--- config.mk ---
export PLATFORM = sky130hd
export DESIGN_NAME = dcmf_hwin
export DESIGN_NICKNAME = d
export VERILOG_FILES = /design/src/hdl/dcmf_pkg.sv /design/src/hdl/dcmf_hwin.sv
export SDC_FILE = /design/constraint.sdc
export NUM_CORES = 1
export LEC_CHECK = 0
export BUFFER_PORTS_ARGS = -buffer_cell sky130_fd_sc_hd__buf_2
export CELL_PAD_IN_SITES_DETAIL_PLACEMENT = 1
export CELL_PAD_IN_SITES_GLOBAL_PLACEMENT = 2
export CORE_ASPECT_RATIO = 0.8
export CORE_MARGIN = 1.5
export CORE_UTILIZATION = 42
export DETAILED_ROUTE_END_ITERATION = 10
export PLACE_DENSITY = 0.82
export SYNTH_ARGS = -nofsm -noshare
export SYNTH_HDL_FRONTEND = slang
export SYNTH_SLANG_ARGS = --single-unit
--- constraint.sdc ---
create_clock -name i_clk -period 9.65 [get_ports i_clk]
set_clock_uncertainty 0.2 [all_clocks]
set_input_delay 1.4475 -clock i_clk [delete_from_list [all_inputs] [get_ports i_clk]]
set_output_delay 1.4475 -clock i_clk [all_outputs]
set_load 0.01 [all_outputs]
--- src/hdl/dcmf_pkg.sv ---
// ----------------------------------------------------------------------------
// dcmf_pkg
// Shared types and constants of the dark channel min filter.
// ----------------------------------------------------------------------------
package dcmf_pkg;

    localparam int CFG_IDX_W  = 2;
    localparam int CFG_DATA_W = 11;
    localparam int FRAME_W    = 11;
    localparam int RADIUS_W   = 3;

    localparam logic [CFG_IDX_W-1:0] CFG_FRAME_WIDTH  = 2'd0;
    localparam logic [CFG_IDX_W-1:0] CFG_FRAME_HEIGHT = 2'd1;
    localparam logic [CFG_IDX_W-1:0] CFG_RADIUS       = 2'd2;

    localparam logic [FRAME_W-1:0]  FRAME_WIDTH_RST  = 11'd640;
    localparam logic [FRAME_W-1:0]  FRAME_HEIGHT_RST = 11'd480;
    localparam logic [RADIUS_W-1:0] RADIUS_RST       = 3'd7;

    localparam logic [7:0] SAMPLE_MAX = 8'hFF;

    // control flags that travel with a request down the pipeline
    typedef struct packed {
        logic valid;
        logic wr;
        logic emit;
        logic last;
    } t_ctl;

    function automatic logic [7:0] min8(input logic [7:0] a, input logic [7:0] b);
        return (a < b) ? a : b;
    endfunction

endpackage

--- src/hdl/dcmf_hwin.sv ---
// ----------------------------------------------------------------------------
// dcmf_hwin
// Horizontal window: a tap line of recent column minima, a masked min tree
// and the output register.
// ----------------------------------------------------------------------------
module dcmf_hwin #(
    parameter int MAX_RADIUS = 7,
    parameter int SW         = 4
) (
    input  logic              i_clk,
    input  logic              i_rst_n,
    input  logic              i_adv,
    input  dcmf_pkg::t_ctl    i_ctl,
    input  logic [SW-1:0]     i_hcount,
    input  logic [7:0]        i_vmin,
    output logic              o_valid,
    output logic [7:0]        o_dark_value,
    output logic              o_last_of_frame
);

    localparam int SPAN = 2 * MAX_RADIUS;
    localparam int LG   = $clog2(SPAN + 1);
    localparam int NP   = 1 << LG;

    logic [7:0] r_tap [SPAN];
    logic       r_valid;
    logic [7:0] r_dark;
    logic       r_last;
    logic [7:0] tree [NP];
    logic [7:0] hmin;

    always_ff @(posedge i_clk) begin
        if (i_adv && i_ctl.valid) begin
            r_tap[0] <= i_vmin;
            for (int k = 1; k < SPAN; k++) begin
                r_tap[k] <= r_tap[k-1];
            end
        end
    end

    always_comb begin
        for (int i = 0; i < NP; i++) begin
            tree[i] = dcmf_pkg::SAMPLE_MAX;
        end
        tree[0] = i_vmin;
        // only columns of the current row inside the window count
        for (int i = 1; i <= SPAN; i++) begin
            if (SW'(i) <= i_hcount) begin
                tree[i] = r_tap[i-1];
            end
        end
        for (int l = 0; l < LG; l++) begin
            for (int i = 0; i < (NP >> (l + 1)); i++) begin
                tree[i] = dcmf_pkg::min8(tree[2*i], tree[2*i+1]);
            end
        end
        hmin = tree[0];
    end

    always_ff @(posedge i_clk) begin
        if (!i_rst_n) begin
            r_valid <= 1'b0;
        end else if (i_adv) begin
            r_valid <= i_ctl.valid && i_ctl.emit;
        end
    end

    always_ff @(posedge i_clk) begin
        if (i_adv) begin
            r_dark <= hmin;
            r_last <= i_ctl.last;
        end
    end

    assign o_valid         = r_valid;
    assign o_dark_value    = r_dark;
    assign o_last_of_frame = r_last;

endmodule

-- Yosys cells after proc, flatten, opt, wreduce, memory -nomap -nowiden
Memories as Yosys holds them, arrays and structs flattened.
Index checks and enable logic that the tools add are counted.
- flip-flop bits (word level): 10
- RAM bits: 112
- input port bits: 19
- word-level logic and storage cells: 66
- memories: 1
- memories (name ; words ; width ; rd ports ; clocked after Yosys merged registers in ; wr ports ; RTL line ; source):
    r_tap ; 14 ; 8 ; 14 ; 0 ; 14 ; dcmf_hwin.sv:25 ; logic [7:0] r_tap [SPAN];
- order comparisons: 29
- muxes and demuxes: 31
- reductions and logical operators: 2
- operators by type and width (operator ; count):
    8-bit two-way mux ; 29
    8-bit less-than comparator ; 14
    4-bit less-or-equal comparator, first input constant ; 7
    3-bit by 4-bit less-or-equal comparator with 1-bit output, first input constant ; 4
    2-bit by 4-bit less-or-equal comparator with 1-bit output, first input constant ; 2
    8-bit less-than comparator, second input constant ; 1
    1-bit by 4-bit less-or-equal comparator with 1-bit output, first input constant ; 1
    1-bit logical AND ; 2
    1-bit two-way mux ; 2

-- Longest topological paths before layout
- depth in word-level cells: 10
- mapped depth: 37
- gate-level depth less buffers: 33

-- Worst setup path before layout
OpenSTA, ideal clock, no wires.
- path kind: input-to-reg
- start point: in i_hcount[3]
- end point: reg r_dark[0], in the netlist o_dark_value[0], data pin
- setup time: 0.270 ns
- arrival: 8.190 ns
- data required time: 9.180 ns
- setup slack: 0.991 ns
- stages on the path: 36
- path buffers: 5
- cells stage by stage: buf_2 -> buf_2 -> clkbuf_1 -> nand2_1 -> or2_2 -> ha_1 -> nand4_1 -> nor3_1 -> o21ai_0 -> nand2_1 -> clkbuf_1 -> nor2_1 -> a21oi_1 -> ha_1 -> a21oi_1 -> nor2b_1 -> o21ai_0 -> nand2_1 -> a31o_2 -> nand2b_1 -> clkbuf_1 -> mux2_2 -> inv_1 -> ha_1 -> a21o_1 -> a21o_1 -> a21oi_1 -> and2_1 -> a31oi_4 -> mux2i_1 -> ha_1 -> a21o_1 -> a21o_1 -> a221oi_1 -> o211ai_4 -> mux2i_1
- longest elaborated chain between the ends: 10
- elaborated cells on any way between the ends: 58
- those cells by class: order compare: 29; mux: 29
- ends and longest elaborated chain (item ; RTL line ; source):
    start: declaration ; dcmf_hwin.sv:14 ; input logic [SW-1:0] i_hcount,
    1-bit by 4-bit less-or-equal comparator with 1-bit output (tied with other cells) ; dcmf_hwin.sv:48 ; if (SW'(i) <= i_hcount) begin
    8-bit two-way mux ; dcmf_hwin.sv:48 ;
    8-bit less-than comparator ; dcmf_pkg.sv:31 ; return (a < b) ? a : b;
    8-bit two-way mux ; dcmf_pkg.sv:31 ;
    8-bit less-than comparator ; dcmf_pkg.sv:31 ;
    8-bit two-way mux ; dcmf_pkg.sv:31 ;
    8-bit less-than comparator ; dcmf_pkg.sv:31 ;
    8-bit two-way mux ; dcmf_pkg.sv:31 ;
    8-bit less-than comparator ; dcmf_pkg.sv:31 ;
    8-bit two-way mux * ; dcmf_pkg.sv:31 ;
    net hmin[0] ; dcmf_hwin.sv:30 ; logic [7:0] hmin;
    end signal: assignment ; dcmf_hwin.sv:70 ; r_dark <= hmin;
    end: declaration ; dcmf_hwin.sv:27 ; logic [7:0] r_dark;
The timed path passes the listed nets; every way through them passes the cells marked *.
A chain may end at the register's enable or synchronous reset.

-- Worst setup path in the final report
- start point: in i_hcount[2]
- end point: reg r_dark[3], in the netlist o_dark_value[3], data pin
The elaborated chain is that of the path after synthesis.

==> impl_metrics.toml <==
[min_path]
min_from = "r_tap[0][30]"
holdPathEnd = "r_tap[0][38]"
hold_class = "reg2reg"
hold_path_depth = 0

[synth]
synth-xor-area-share = 0
syn_avg_cell_area_um2 = 10.3
yosysTopAreaCellShare = 0.429
synth_top_area_cell = "edfxtp_1"
synthMuxAreaShare = 0.0803
synthTopCellsByArea = "edfxtp_1 43%, ha_1 13%, nor2_1 5.4%"
synth_cells = 827
synth_top_family_by_area = "compound AO/OA/AOI/OAI gates"
synth_nets = 934
synth-async-reset-ratio = 0
yosysWarnings = 0
synth_compound_area_frac = 0.164
synth_cell_types = 68
syn_area_um2 = 8480
ys.flop_type = "edfxtp_1"
synth.top_cells.by_count = "121 x edfxtp_1, 121 x nor2_1, 88 x ha_1"
synth_adder_area_share = 0.130
yosysSeqAreaShare = 0.431
ys_ff_latch = 122
synth-edff-count = 121
synthSimpleGateAreaFrac = 0.158

[floorplan]
die_h_um = 130
io_pins = 29
initial_core_util = 0.428
dieArea_um2 = 21100
die_w_um = 162
coreArea_um2 = 19800
num_rows = 46

[timing]
worst_pin_slew_ns = 0.866
finalHoldViolations = 0
setup_viol = 0
maxSlewViolCount = 0
fmax_mhz = 109
timing.setup.tns_ns = 0
slew_headroom = 0.423
rsz0062_at_grt = "false"
final.min_clock_period_ns = 9.14
finalCritPeriodShare = 0.948

[global_route]
grt_pass1_wl_mm = 36.3
grt_util_all_layers = 0.224
grt_pass1_vias = 6898
grt_max_degree = 67
grt-ovfl-total = 0
antenna_found_initial = 0

[finish]
nNetsFinal = 989
postLayoutCellArea_um2 = 9620
final.fill_count = 2226
final_util = 0.486
drive_gt1_frac = 0.168
diodes = 0
area_delta_synth_final_pct = 13.5

[critical_path]
crit_path_start_kind = "primary input"
worstReg2RegEnd = "o_dark_value[3]"
r2r_slack_ns = 1.68
critPathMaxFanout = 9
end_kind = "flip-flop"
crit_path_top_delay_cell = "nor2_1"
path_buf_inv = 6
max_stage_delay_ns = 0.53
cpMostUsedCell = "ha_1"
arrival_ns = 9.20
crit_family = "compound AO/OA/AOI/OAI gates"
critical_path_class = "in2reg"
r2r_cells = 34
cp.required_ns = 9.71
r2r-start = "r_tap[0][46]"

[routing]
vias_per_cell = 5.57
drc = 0
ant_nets = 0
routed_wl_mm = 22.5
drt-pass1-iter-count = 4
wl_per_cell_um = 19.4
drt-initial-drc-count = 306
vias = 6454

[placement]
io_buffers = 27
place.gp.congestion = 0.830
place_hpwl_mm = 17.6
place_area_um2 = 9060

[clocking]
cts-root-buf = "clkbuf_16"
cts_sinks = 122
cts_buffers = 17
clk_pin_slew_ns = 0.06
cts_tree = "built"
cts.hold.buffers_added = 0
clock_latency_ns = 0.42
h-tree-depth = 4
clockBufferDepth = 2

[flow_run]
max_cap_viol_count = 0

[power_and_ir_drop]
irDropWorstVdd_v = 0.0000920
clockPowerShare = 0.302
internal-power_mw = 1.30
combPwrFrac = 0.370
seq_power_share = 0.329
p_leak_nw = 4.09
p_sw_frac = 0.347
power_switching_mw = 0.689
p_per_area_nw_per_um2 = 207
power.total_mw = 1.99

[run_status]
outcome = "finished clean"
metrics by stage:
step           std cells  setup slack, ns  hold slack [ns]
6_report            1159            0.506            0.243
5_1_grt             1159           0.0240            0.249
4_1_cts             1159            0.540            0.243
3_5_place_dp        1127            0.199            0.228
3_3_place_gp        1127            0.383            0.227
2_1_floorplan        827            0.991            0.216
worst reg2reg max path, delay by kind of cell, from the launching register on:
| kind | cells | cell delay [ns] |
|---|---|---|
| AO/OA/AOI/OAI | 15 | 3.30 |
| buffers and inverters | 5 | 0.76 |
| AND/OR/NAND/NOR | 7 | 1.14 |
| flip-flops | 1 | 0.40 |
| multiplexers | 3 | 0.83 |
| adder cells (fa/ha/maj) | 4 | 1.20 |
cell type report:
class	instances	area [um2]	area share
Tap cell	264	330	0.0343
Timing Repair Buffer	54	338	0.0351
Inverter	61	229	0.0238
Clock inverter	14	125	0.0130
Clock buffer	18	429	0.0446
Multi-Input combinational cell	626	4520	0.469
Sequential cell	122	3650	0.380
how the worst max path moves through the flow:
stage | startpoint | end | slack, ns | cells past startpoint
final | i_hcount[2] | o_dark_value[3] | 0.51 | 33
after global routing | i_hcount[2] | o_dark_value[2] | 0.02 | 35
after CTS | i_hcount[0] | o_dark_value[5] | 0.54 | 34
after detailed placement | i_hcount[0] | o_dark_value[2] | 0.20 | 34
after global placement | i_hcount[2] | o_dark_value[0] | 0.38 | 35
after floorplan | i_hcount[3] | o_dark_value[0] | 0.99 | 36
layer usage:
metal  vias up  global-route usage  share of wire
met5         -                   0              0
met4         0              0.0648          0.017
met3        29              0.0324          0.021
met2        78               0.411           0.52
met1      3193               0.275           0.44
li1       3154                   -              -
logic make-up after synthesis:
kind of cell / after synthesis
fa+ha+maj: 88
mux: 64
buf+inv: 79
flops: 122
simple gates: 280
compound gates: 194
state kept, by name (all words and copies together), names as in the netlist:
signal / cells
o_dark_value: 8
o_last_of_frame: 1
o_valid: 1
r_tap: 112
repair_timing:
item / 4_1_cts / 5_1_grt
setup endpoints to repair: 0 / 8
buffers inserted: 0 / 0
gates resized for setup: 0 / 1
cells in the final DEF, fill, tap and decap left out, types with 4 or more instances in the layout:
cell	Yosys	routed
nor2b_1	13	13
nand4_1	10	10
nand2_1	50	50
edfxtp_1	121	121
nor2_1	121	120
clkinv_2	0	4
buf_4	2	27
ha_1	88	88
buf_2	7	27
a21oi_1	51	51
mux2_2	22	22
a22oi_1	5	5
mux2i_1	38	38
o21ai_1	10	10
nor3_1	13	13
o21a_1	11	11
o21ai_0	25	25
clkinv_4	0	4
a211oi_1	7	7
a31oi_1	10	10
a21o_1	19	19
or2_2	20	20
clkbuf_16	0	17
nand2b_1	27	27
o21bai_1	8	8
nand3_1	8	8
inv_1	61	61
power groups by stage:
stage	registers [mW]	logic, mW	clock network (mW)
2_1_floorplan	0.670	0.506	0
3_3_place_gp	0.663	0.691	0
3_5_place_dp	0.665	0.732	0
4_1_cts	0.655	0.741	0.610
5_1_grt	0.658	0.815	0.631
6_report	0.654	0.735	0.600
(Power assumes the default switching activity.)
